===== config.mk =====
export PLATFORM = sky130hd
export DESIGN_NAME = goce_queue
export DESIGN_NICKNAME = d
export VERILOG_FILES = /design/src/sv/goce_pkg.sv /design/src/sv/goce_queue.sv
export SDC_FILE = /design/constraint.sdc
export NUM_CORES = 1
export LEC_CHECK = 0
export BUFFER_PORTS_ARGS = -buffer_cell sky130_fd_sc_hd__buf_2
export CAP_MARGIN = 30
export CORE_MARGIN = 5
export CORE_UTILIZATION = 45
export DETAILED_ROUTE_END_ITERATION = 8
export PLACE_DENSITY = 0.7
export SETUP_SLACK_MARGIN = 0.4
export SKIP_CTS_REPAIR_TIMING = 1
export SYNTH_ARGS = -nofsm -noshare
export SYNTH_HDL_FRONTEND = slang
export SYNTH_SLANG_ARGS = --single-unit

===== constraint.sdc =====
create_clock -name i_clk -period 3.6 [get_ports i_clk]
set_input_delay 0.72 -clock i_clk [delete_from_list [all_inputs] [get_ports i_clk]]
set_output_delay 0.72 -clock i_clk [all_outputs]
set_load 0.02 [all_outputs]

===== src/sv/goce_pkg.sv =====
package goce_pkg;

    localparam int COORD_BITS    = 4;
    localparam int VALUE_BITS    = 32;
    localparam int ADDR_BITS     = 12;
    localparam int EPOCH_BITS    = 8;
    localparam int CFG_IDX_BITS  = 3;
    localparam int CFG_DATA_BITS = 4;

    typedef enum logic [1:0] {
        CMD_CLEAR = 2'd0,
        CMD_COPY  = 2'd1,
        CMD_ACCUM = 2'd2,
        CMD_READ  = 2'd3
    } t_cmd;

    typedef enum logic [CFG_IDX_BITS-1:0] {
        CFG_DIMENSION  = 3'd0,
        CFG_BOX_LOW_X  = 3'd1,
        CFG_BOX_HIGH_X = 3'd2,
        CFG_BOX_LOW_Y  = 3'd3,
        CFG_BOX_HIGH_Y = 3'd4,
        CFG_BOX_LOW_Z  = 3'd5,
        CFG_BOX_HIGH_Z = 3'd6,
        CFG_EXTEND     = 3'd7
    } t_cfg_idx;

    typedef struct packed {
        t_cmd                        command;
        logic [COORD_BITS-1:0]       coord_x;
        logic [COORD_BITS-1:0]       coord_y;
        logic [COORD_BITS-1:0]       coord_z;
        logic signed [VALUE_BITS-1:0] sample_value;
    } t_in_req;

    typedef struct packed {
        logic signed [VALUE_BITS-1:0] read_value;
        logic                         write_landed;
        logic                         saturated;
    } t_out_res;

    // classified request handed from front to back
    typedef struct packed {
        t_cmd                         cmd;
        logic                         hit;
        logic [ADDR_BITS-1:0]         addr;
        logic signed [VALUE_BITS-1:0] sample;
    } t_op;

    typedef struct packed {
        logic full;
        logic empty;
    } t_q_stat;

endpackage


===== src/sv/goce_queue.sv =====
module goce_queue (
    input  logic            i_clk,
    input  logic            i_rst_n,
    input  logic            i_push,
    input  goce_pkg::t_op   i_push_data,
    input  logic            i_pop,
    output goce_pkg::t_op   o_pop_data,
    output goce_pkg::t_q_stat o_stat
);

    goce_pkg::t_op r_slot [2];
    logic [1:0]    r_count;
    logic [1:0]    n_count;
    logic          r_wr_ptr;
    logic          r_rd_ptr;

    always_comb begin
        n_count = r_count;
        if (i_push && !i_pop) begin
            n_count = r_count + 2'd1;
        end else if (!i_push && i_pop) begin
            n_count = r_count - 2'd1;
        end
    end

    always_ff @(posedge i_clk) begin
        if (!i_rst_n) begin
            r_count  <= '0;
            r_wr_ptr <= 1'b0;
            r_rd_ptr <= 1'b0;
        end else begin
            r_count <= n_count;
            if (i_push) begin
                r_wr_ptr <= ~r_wr_ptr;
            end
            if (i_pop) begin
                r_rd_ptr <= ~r_rd_ptr;
            end
        end
    end

    always_ff @(posedge i_clk) begin
        if (i_push) begin
            r_slot[r_wr_ptr] <= i_push_data;
        end
    end

    assign o_pop_data   = r_slot[r_rd_ptr];
    assign o_stat.full  = (r_count == 2'd2);
    assign o_stat.empty = (r_count == 2'd0);

endmodule


==> flow_summary.ini <==
[floorplanning]
core_area_um2 = 7767
die_w_um = 99.66
rows = 32
die-area_um2 = 9931
start_util_pct = 46.57
ioPinCount = 100
die_y_um = 99.66

[logic_synthesis]
yosys.area.top_type_share_pct = 78.04
syn_avg_cell_area_um2 = 21.53
yosysTopAreaCell = edfxtp_1
ys_ff_latch = 99
synthDistinctLibCells = 18
yosys.cell_count.top_type = edfxtp_1
synth_commonest_cells = edfxtp_1 (94), mux2_2 (47), dfxtp_1 (5), and2_1 (4), buf_6 (3)
yosysWarnings = 0
async_flop_share_pct = 0
synthesis.nets = 220
yosysSeqAreaShare_pct = 80.80
synth_edf_count = 94
ys_top_cells_by_area = edfxtp_1 (78%), mux2_2 (15%), dfxtp_1 (2.8%)
synthFlopType = edfxtp_1
synth.cell_area_um2 = 3617
netlist_instances = 168

[drt]
antenna_left = 0
drtIter0Drc = 36
wl_um = 6206
post_drt_wl_per_cell_um = 16.16
firstDrtPassIters = 4
vias = 1829
drc = 0
viasPerCell = 4.763

[setup_path]
endpoint_kind = output port
cp_max_fo = 23
worstPathArrival_ns = 1.77
setup.worst_path.class = reg -> out
critPathLaunchType = flop
worstPathRequired_ns = 2.88

[finish]
multi_input_area_um2 = 653.1
final_core_util_pct = 56.89
drive_gt1_share_pct = 59.22
fillerInstances = 614
diodes = 0
area_growth_pct = 22.17
nets = 329
regArea_um2 = 2924

[clocking]
cts_tree = yes
clockBufferDepth = 2
cts_buffers = 9
htreeDepth = 3
clkTransAtPathRegs_ns = 0.08
cts-root-buf = clkbuf_8
clock-sinks = 99
clkLatencyLatePin_ns = 0.35

[power_and_ir_drop]
fin_total_pwr_mw = 2.314
p_leak_nw = 1.661
p_per_area_nw_per_um2 = 523.7
ir_drop_mv = 0.4198

[placed_design]
place_hpwl_um = 4233
gp_congestion = 0.7063
port_buffers = 99

[timing]
setup_viol = 0
period_needed_ns = 2.493
fin_setup_tns_ns = 0
hold_viol = 0
rsz0062_at_grt = false
worstMarginPinSlew_ns = 0.6655
slew_headroom_pct = 55.63
fin_crit_sh_pct = 69.25
finalMaxSlewViolations = 0
max_freq_mhz = 401.1
finClkSkew_ns = 0.007662

[grt]
antenna_found_initial = 1
grt_pass1_wl_um = 9722
grt_max_degree = 31
grt_use_total_pct = 12.80
grt.overflow.total = 0
grt_pass1_vias = 1990

[flow_run]
cap_violations = 0

[worst_hold_path]
hold_class = reg -> reg

[outcome]
status = complete, no violations
[registers in the layout (all words and copies together) (netlist names), named ones only]
name and cells:
r_count 2, r_wr_ptr 1, r_rd_ptr 1, r_slot 94
[worst paths after layout]
check,slack [ns],to,cells after the start,start
max,1.11,o_pop_data[45],3,flop
min,0.53,r_count[1],2,r_count[1]
max reg2reg,1.85,r_slot[1][45],2,r_wr_ptr
min reg2reg,0.53,r_count[1],2,r_count[1]
[cell type report]
class,count,share of cell area (%)
clock inverter,5,1.217
sequential,99,66.17
timing repair buffer,103,11.89
multi-input combinational,63,14.78
inverter,1,0.08494
tap,102,2.888
clock buffer,11,2.973
[cells in the final DEF, fill, tap and decap left out, types with 2 or more instances in the layout]
master	instances
and2_1	3
mux2_2	47
buf_4	4
clkbuf_8	9
dfxtp_1	4
edfxtp_1	94
buf_2	99
clkbuf_1	2
xor2_1	2
clkinvlp_4	2
[where the power goes]
group	internal, mW	switching (mW)	total (mW)	leakage (nW)
Clock	0.319	0.345	0.664	0.0870
Combinational	0.128	0.175	0.303	0.650
Sequential	1.33	0.0208	1.35	0.924
[per-layer routing]
metal,routed length [um],global-route usage (%)
met1,2695,16.13
met2,2879,19.68
met3,557,5.400
met4,60,5.042
met5,13,0
[critical path, cell delays in order, from the launching register on]
cell and delay (ns):
dfxtp_2 0.50, buf_4 0.37, mux2_2 0.39, buf_2 0.16
[cell families (layout without fill, tap and decap cells)]
family / Yosys count / count (layout) / synth area share (%)
and+or+nand+nor: 9 / 9 / 1.556
muxes: 47 / 47 / 14.63
buffers and inverters: 6 / 120 / 1.383
AOI/OAI and AO/OA: 3 / 3 / 0.5535
DFF: 99 / 99 / 80.80
adders and majority gates: 1 / 1 / 0.3458
xor gates and xnor gates: 3 / 3 / 0.7265
[per-stage QoR]
step | worst slack [ns] | hold slack [ns] | instances | cell area, um^2
after floorplan | 1.192 | 0.4662 | 168 | 3620
after global placement | 1.372 | 0.4824 | 368 | 4234
after detailed placement | 1.371 | 0.5094 | 368 | 4234
after CTS | 1.057 | 0.5262 | 384 | 4419
after global routing | 0.9922 | 0.5312 | 384 | 4419
final | 1.107 | 0.5327 | 384 | 4419
Note: power is estimated with default switching activity, not from simulation.
