--- config.mk ---
export PLATFORM = sky130hd
export DESIGN_NAME = goce_front
export DESIGN_NICKNAME = d
export VERILOG_FILES = /design/src/sv/goce_pkg.sv /design/src/sv/goce_front.sv
export SDC_FILE = /design/constraint.sdc
export NUM_CORES = 1
export LEC_CHECK = 0
export BUFFER_PORTS_ARGS = -buffer_cell sky130_fd_sc_hd__buf_2
export CAP_MARGIN = 10
export CORE_MARGIN = 2
export CORE_UTILIZATION = 47
export CTS_CLUSTER_SIZE = 14
export DETAILED_ROUTE_END_ITERATION = 8
export GPL_TIMING_DRIVEN = 0
export PLACE_DENSITY = 0.77
export SYNTH_ARGS = -nofsm -noshare
export SYNTH_HDL_FRONTEND = slang
export SYNTH_SLANG_ARGS = --single-unit
--- constraint.sdc ---
create_clock -name i_clk -period 3.82 [get_ports i_clk]
set_clock_uncertainty 0.15 [all_clocks]
set_input_delay 0.382 -clock i_clk [delete_from_list [all_inputs] [get_ports i_clk]]
set_output_delay 0.382 -clock i_clk [all_outputs]
set_load 0.05 [all_outputs]
--- src/sv/goce_pkg.sv ---
package goce_pkg;

    localparam int COORD_BITS    = 4;
    localparam int VALUE_BITS    = 32;
    localparam int ADDR_BITS     = 12;
    localparam int EPOCH_BITS    = 8;
    localparam int CFG_IDX_BITS  = 3;
    localparam int CFG_DATA_BITS = 4;

    typedef enum logic [1:0] {
        CMD_CLEAR = 2'd0,
        CMD_COPY  = 2'd1,
        CMD_ACCUM = 2'd2,
        CMD_READ  = 2'd3
    } t_cmd;

    typedef enum logic [CFG_IDX_BITS-1:0] {
        CFG_DIMENSION  = 3'd0,
        CFG_BOX_LOW_X  = 3'd1,
        CFG_BOX_HIGH_X = 3'd2,
        CFG_BOX_LOW_Y  = 3'd3,
        CFG_BOX_HIGH_Y = 3'd4,
        CFG_BOX_LOW_Z  = 3'd5,
        CFG_BOX_HIGH_Z = 3'd6,
        CFG_EXTEND     = 3'd7
    } t_cfg_idx;

    typedef struct packed {
        t_cmd                        command;
        logic [COORD_BITS-1:0]       coord_x;
        logic [COORD_BITS-1:0]       coord_y;
        logic [COORD_BITS-1:0]       coord_z;
        logic signed [VALUE_BITS-1:0] sample_value;
    } t_in_req;

    typedef struct packed {
        logic signed [VALUE_BITS-1:0] read_value;
        logic                         write_landed;
        logic                         saturated;
    } t_out_res;

    // classified request handed from front to back
    typedef struct packed {
        t_cmd                         cmd;
        logic                         hit;
        logic [ADDR_BITS-1:0]         addr;
        logic signed [VALUE_BITS-1:0] sample;
    } t_op;

    typedef struct packed {
        logic full;
        logic empty;
    } t_q_stat;

endpackage

--- src/sv/goce_front.sv ---
module goce_front #(
    parameter int DIM_X = 16,
    parameter int DIM_Y = 16,
    parameter int DIM_Z = 16
) (
    input  logic                                  i_clk,
    input  logic                                  i_rst_n,
    input  logic                                  i_in_valid,
    input  goce_pkg::t_in_req                     i_in,
    output logic                                  o_in_stall,
    input  logic                                  i_cfg_valid,
    input  logic [goce_pkg::CFG_IDX_BITS-1:0]     i_cfg_index,
    input  logic [goce_pkg::CFG_DATA_BITS-1:0]    i_cfg_data,
    output logic                                  o_cfg_ready,
    input  goce_pkg::t_q_stat                     i_q_stat,
    input  logic                                  i_sweeping,
    output logic                                  o_push,
    output goce_pkg::t_op                         o_push_op
);

    localparam int CB = goce_pkg::COORD_BITS;
    localparam int AB = goce_pkg::ADDR_BITS;
    localparam logic [CB-1:0] LIM_X = CB'(DIM_X - 1);
    localparam logic [CB-1:0] LIM_Y = CB'(DIM_Y - 1);
    localparam logic [CB-1:0] LIM_Z = CB'(DIM_Z - 1);

    typedef struct packed {
        logic [CB-1:0] coord;
        logic          in_box;
        logic          in_store;
    } t_axis_res;

    logic [1:0]          r_dimension;
    logic [2:0][CB-1:0]  r_box_low;
    logic [2:0][CB-1:0]  r_box_high;
    logic                r_extend;

    logic                use_y;
    logic                use_z;
    logic                clamp_ok;
    t_axis_res           ax_x;
    t_axis_res           ax_y;
    t_axis_res           ax_z;
    logic [AB:0]         addr_full;

    function automatic t_axis_res f_axis(
        input logic [CB-1:0] c,
        input logic [CB-1:0] lo,
        input logic [CB-1:0] hi_raw,
        input logic [CB-1:0] lim,
        input logic          used,
        input logic          clamp
    );
        t_axis_res     r;
        logic [CB-1:0] hi;
        logic [CB-1:0] cc;
        logic          nonempty;
        hi       = (hi_raw < lim) ? hi_raw : lim;
        nonempty = (lo <= hi);
        cc       = c;
        if (!used) begin
            r.coord    = '0;
            r.in_box   = 1'b1;
            r.in_store = 1'b1;
        end else begin
            if (clamp && nonempty) begin
                if (cc < lo) begin
                    cc = lo;
                end
                if (cc > hi) begin
                    cc = hi;
                end
            end
            r.coord    = cc;
            r.in_box   = nonempty && (cc >= lo) && (cc <= hi);
            r.in_store = (cc <= lim);
        end
        return r;
    endfunction

    always_ff @(posedge i_clk) begin
        if (!i_rst_n) begin
            r_dimension <= 2'd3;
            r_box_low   <= '0;
            r_box_high  <= '1;
            r_extend    <= 1'b0;
        end else if (i_cfg_valid) begin
            case (goce_pkg::t_cfg_idx'(i_cfg_index))
                goce_pkg::CFG_DIMENSION:  r_dimension   <= i_cfg_data[1:0];
                goce_pkg::CFG_BOX_LOW_X:  r_box_low[0]  <= i_cfg_data;
                goce_pkg::CFG_BOX_HIGH_X: r_box_high[0] <= i_cfg_data;
                goce_pkg::CFG_BOX_LOW_Y:  r_box_low[1]  <= i_cfg_data;
                goce_pkg::CFG_BOX_HIGH_Y: r_box_high[1] <= i_cfg_data;
                goce_pkg::CFG_BOX_LOW_Z:  r_box_low[2]  <= i_cfg_data;
                goce_pkg::CFG_BOX_HIGH_Z: r_box_high[2] <= i_cfg_data;
                goce_pkg::CFG_EXTEND:     r_extend      <= i_cfg_data[0];
                default: ;
            endcase
        end
    end

    // dimension 0 behaves as 1
    assign use_y    = r_dimension[1];
    assign use_z    = (r_dimension == 2'd3);
    assign clamp_ok = (i_in.command == goce_pkg::CMD_READ) && r_extend;

    assign ax_x = f_axis(i_in.coord_x, r_box_low[0], r_box_high[0], LIM_X, 1'b1, clamp_ok);
    assign ax_y = f_axis(i_in.coord_y, r_box_low[1], r_box_high[1], LIM_Y, use_y, clamp_ok);
    assign ax_z = f_axis(i_in.coord_z, r_box_low[2], r_box_high[2], LIM_Z, use_z, clamp_ok);

    assign addr_full = (((AB+1)'(ax_z.coord) * (AB+1)'(DIM_Y) + (AB+1)'(ax_y.coord))
                        * (AB+1)'(DIM_X)) + (AB+1)'(ax_x.coord);

    always_comb begin
        o_push_op.cmd    = i_in.command;
        o_push_op.addr   = addr_full[AB-1:0];
        o_push_op.sample = i_in.sample_value;
        if (i_in.command == goce_pkg::CMD_READ) begin
            o_push_op.hit = ax_x.in_store && ax_y.in_store && ax_z.in_store;
        end else begin
            o_push_op.hit = ax_x.in_box && ax_y.in_box && ax_z.in_box;
        end
    end

    assign o_in_stall  = i_q_stat.full || i_sweeping;
    assign o_push      = i_in_valid && !o_in_stall;
    assign o_cfg_ready = 1'b1;

endmodule

==> summary by stage <==
Outcome
The run finished, with violations left. The final reports fail on negative setup slack.

Timing
The number of failing setup endpoints in the final timing report is 1. Setup repair after global routing could not meet its margin everywhere. The setup TNS after final layout is -0.964 ns.

Of the available clock period, the critical path in the final layout requires 125%. The actual slew at the worst max-slew pin is 0.806 ns. The final critical-path required period is 4.78 ns. The final-report max-slew violation count came to 0.

The final critical-path setup slack is -0.964 ns. The hold violation count in the final report came to 0. Derived from the worst setup path, the maximum achievable clock frequency is ~210 MHz.

Headroom to the max-slew limit came out at 45.8%.

Floorplan
The number of top-level pins is 110. The die covers 7470 um2. From left edge to right edge, the die measures approximately 86 um. The placeable core region is 6680 um2. The starting utilization of the core area is 47.8%. The floorplan row count is 30. Measured along the y axis, the die boundary spans 86.5 um.

Synthesis
The synthesized area is about 3200 um2. The biggest area consumer among synthesized cells is ha_1. Yosys mapped the design onto 45 distinct sky130hd cell types.

The primary flip-flop cell chosen by synthesis mapping is dfxtp_1. The area share of the largest cell type after synthesis is 22.7%. After synthesis, the cell types taking the most area are ha_1 23%, dfxtp_1 17%, buf_4 8.2%. The portion of synthesized area spent on multiplexers is 8.61%. The most common cell in the synthesized netlist is ha_1. The number of warnings printed during yosys synthesis is 0. The area share of xor/xnor cells in the synthesized design is 0%. The flip-flop and latch count after synthesis is 27. After technology mapping, the gate count stands at 396. The dominant combinational cell family by area after synthesis is adder cells. In the synthesized netlist, the cells that appear most often are 58 x ha_1, 40 x inv_1, 40 x nand2_1. The number of enable-type register cells in the synthesized netlist is 0.

Sequential elements use ~17% of the synthesized area. The synthesized netlist devotes 20.5% of its cell area to compound gates. The async set-or-reset flop fraction in the synthesized netlist is 0%. The mean instance size in the synthesized netlist is 8.07 um2. The number of nets produced by synthesis is 514.

The arithmetic-cell share of the synthesized area counting full adders, half adders and majority gates is 22.7%. After Yosys synthesis, and, or, nand and nor cells account for 17.0% of the synthesized area.

Cells and area
The post-synthesis to final-layout area growth is 31.8%. The number of filler instances in the final layout is 553. Summing all multi-input logic gate instances after layout gives 2490 um2. In the final design database the tool counted 611 nets. Cells with a size suffix above 1 make up about two fifths of the layout. The sequential cell area is 559 um2. The number of standard cells in the final layout excluding fillers is 572.

The repair_antennas step left the layout with diodes totalling 0.

Detailed routing
The first TritonRoute pass finished after 4 iterations. In the routed layout, each cell is associated on average with a via count of 5.46. The number of design-rule violations left by the first detailed-router iteration is 94. After detailed routing, the number of remaining DRC violations is 0. The total wirelength of the detailed-routed design is 8430 um. The vias after detailed routing is 3123. Dividing the detail-routed wire length by the instance count gives 14.7 um. The number of nets with antenna violations after routing is 0.

Power and ir drop
Dividing total power by cell area gives a power density of 212 nW/um2. The largest voltage drop on the vdd net is 0.173 mV. For this design the static power due to leakage is 2.06 nW.

The total chip power is ~0.00089 W.

Critical path
The class of the most critical setup path is flip-flop to primary output. In this design, the stage delay of the slowest critical-path cell is 0.38 ns. The data arrival time of the critical path is 4.25 ns. For this design, the slowest cell found on the critical path is dfxtp_4. The required time of the critical path is about 3.3 ns. The largest fanout of any net on the critical path is 5.

The critical path endpoint category is a primary output. The signal on the critical path passes through inv_4, ha_4, a21oi_4, o211ai_1, a21boi_2, ha_1, nand4_1, o21ai_1, a21o_1, a211o_1, a22o_4, ha_4, a21oi_1, o21ai_0, a21oi_1, a41oi_1, a2111oi_4, a2bb2oi_4, buf_6. The kind of launch point of the worst setup path is a flip-flop.

Placed design
The placed instance count is 547. The number of buffers inserted by port buffering is 71. The worst-case setup slack after placement is -1.10 ns.

Routability-driven placement finished with a final weighted congestion of between 0.9 and 1. The wire-length estimate of the detail-placed layout is 6390 um.

Clocking
Clock tree synthesis found a total of 27 sinks. The CTS tree is built. CTS built an H-tree with a depth of 1. The clock latency at the later pin of the worst-skew pair is 0.27 ns.

Buffers inserted during clock tree synthesis total 3. The post-cts hold buffer count is 0. In this run the deepest clock path goes through 2 buffers.

The clock transition at the registers of the reported paths is 0.08 ns. The cell sitting at the root of the clock tree is a clkbuf_8.

Global routing
The via count of the first global-routing pass is 2822. Global routing used about a fifth of the available tracks across all layers. The maximum number of pins on one net before global-route repair is 15.

For this run the aggregate overflow at the end of global routing stands at 0. The first global-routing pass estimated 12800 um of wire. The initial antenna violation count is 0.

Job
The tool flagged a number of max-cap violations equal to 0.

Min path
The worst hold path class is primary input to flip-flop.
-- where the power goes --
part           switching (W)  total, W  internal [W]
Clock              0.0000895  0.000165     0.0000750
Combinational       0.000266  0.000436      0.000170
Sequential        0.00000657  0.000293      0.000286
Total               0.000362  0.000893      0.000531
-- sequential cells by signal, indices dropped and copies added (netlist names) --
name,count
r_dimension,2
r_box_low,12
r_box_high,12
r_extend,1
-- stage by stage --
stage | instance area (um2) | hold WS, ns | utilization (%)
final | 4210 | 0.291 | 63.0
after global routing | 4210 | 0.292 | 63.0
after CTS | 4040 | 0.289 | 60.5
after detailed placement | 3760 | 0.362 | 56.3
after global placement | 3760 | 0.366 | 56.3
after floorplan | 3310 | 0.313 | -
-- layout make-up --
class,instances,area share (%)
Multi-Input combinational cell,284,59.2
Sequential cell,27,13.3
Timing Repair Buffer,92,13.2
Buffer,45,7.13
Inverter,40,3.74
Tap cell,80,2.38
Clock buffer,4,1.07
-- cell usage in the layout (no fill, tap or decap), types with 11 or more instances in the layout --
| master | netlist | routed |
|---|---|---|
| buf_2 | 0 | 65 |
| buf_4 | 35 | 55 |
| nor2b_1 | 18 | 16 |
| ha_1 | 58 | 50 |
| mux2i_1 | 23 | 22 |
| o21ai_0 | 23 | 12 |
| a21oi_1 | 22 | 20 |
| inv_1 | 40 | 37 |
| nand2_1 | 40 | 38 |
| dfxtp_1 | 27 | 20 |
| o211ai_1 | 11 | 11 |
-- final timing paths --
| path | endpoint | cells past startpoint | slack (ns) | startpoint |
|---|---|---|---|---|
| worst max-delay path | o_push_op[44] | 19 | -0.96 | r_box_low[7] |
| worst min-delay path | r_box_high[6] | 3 | 0.29 | i_cfg_data[2] |
| worst max register to register | r_dimension[1] | 3 | 2.72 | r_dimension[1] |
| worst min register to register | r_box_high[4] | 2 | 0.38 | r_box_high[4] |
-- cell families (layout without fill, tap and decap cells) --
family / Yosys count / in the layout
flip-flops: 27 / 27
buffers and inverters: 85 / 181
AO/OA/AOI/OAI: 94 / 94
multiplexers: 27 / 27
other: 1 / 1
adder cells (fa/ha/maj): 58 / 58
AND/OR/NAND/NOR: 104 / 104
-- layer usage --
| metal | GRT usage (%) | vias up | share of wire, % |
|---|---|---|---|
| met5 | 0 | - | 0 |
| met4 | 6.11 | 0 | 2.5 |
| met2 | 39.0 | 108 | 50 |
| met1 | 25.6 | 1434 | 43 |
| li1 | - | 1560 | - |
| met3 | 2.10 | 21 | 4.4 |
-- timing repair --
action                                  4_1_cts  5_1_grt
endpoints found under the setup margin       10       11
pin swaps                                    22       15
buffers inserted                             15        6
gates resized for setup                      32       35
-- critical path: cells and delay by family, from the launching register on --
kind | cells | cell delay [ns]
buffers and inverters | 2 | 0.22
AOI/OAI and AO/OA | 13 | 2.52
DFF | 1 | 0.38
adders and majority gates | 3 | 0.78
and+or+nand+nor | 1 | 0.08
No activity file was read; power rests on OpenSTA's default activity.
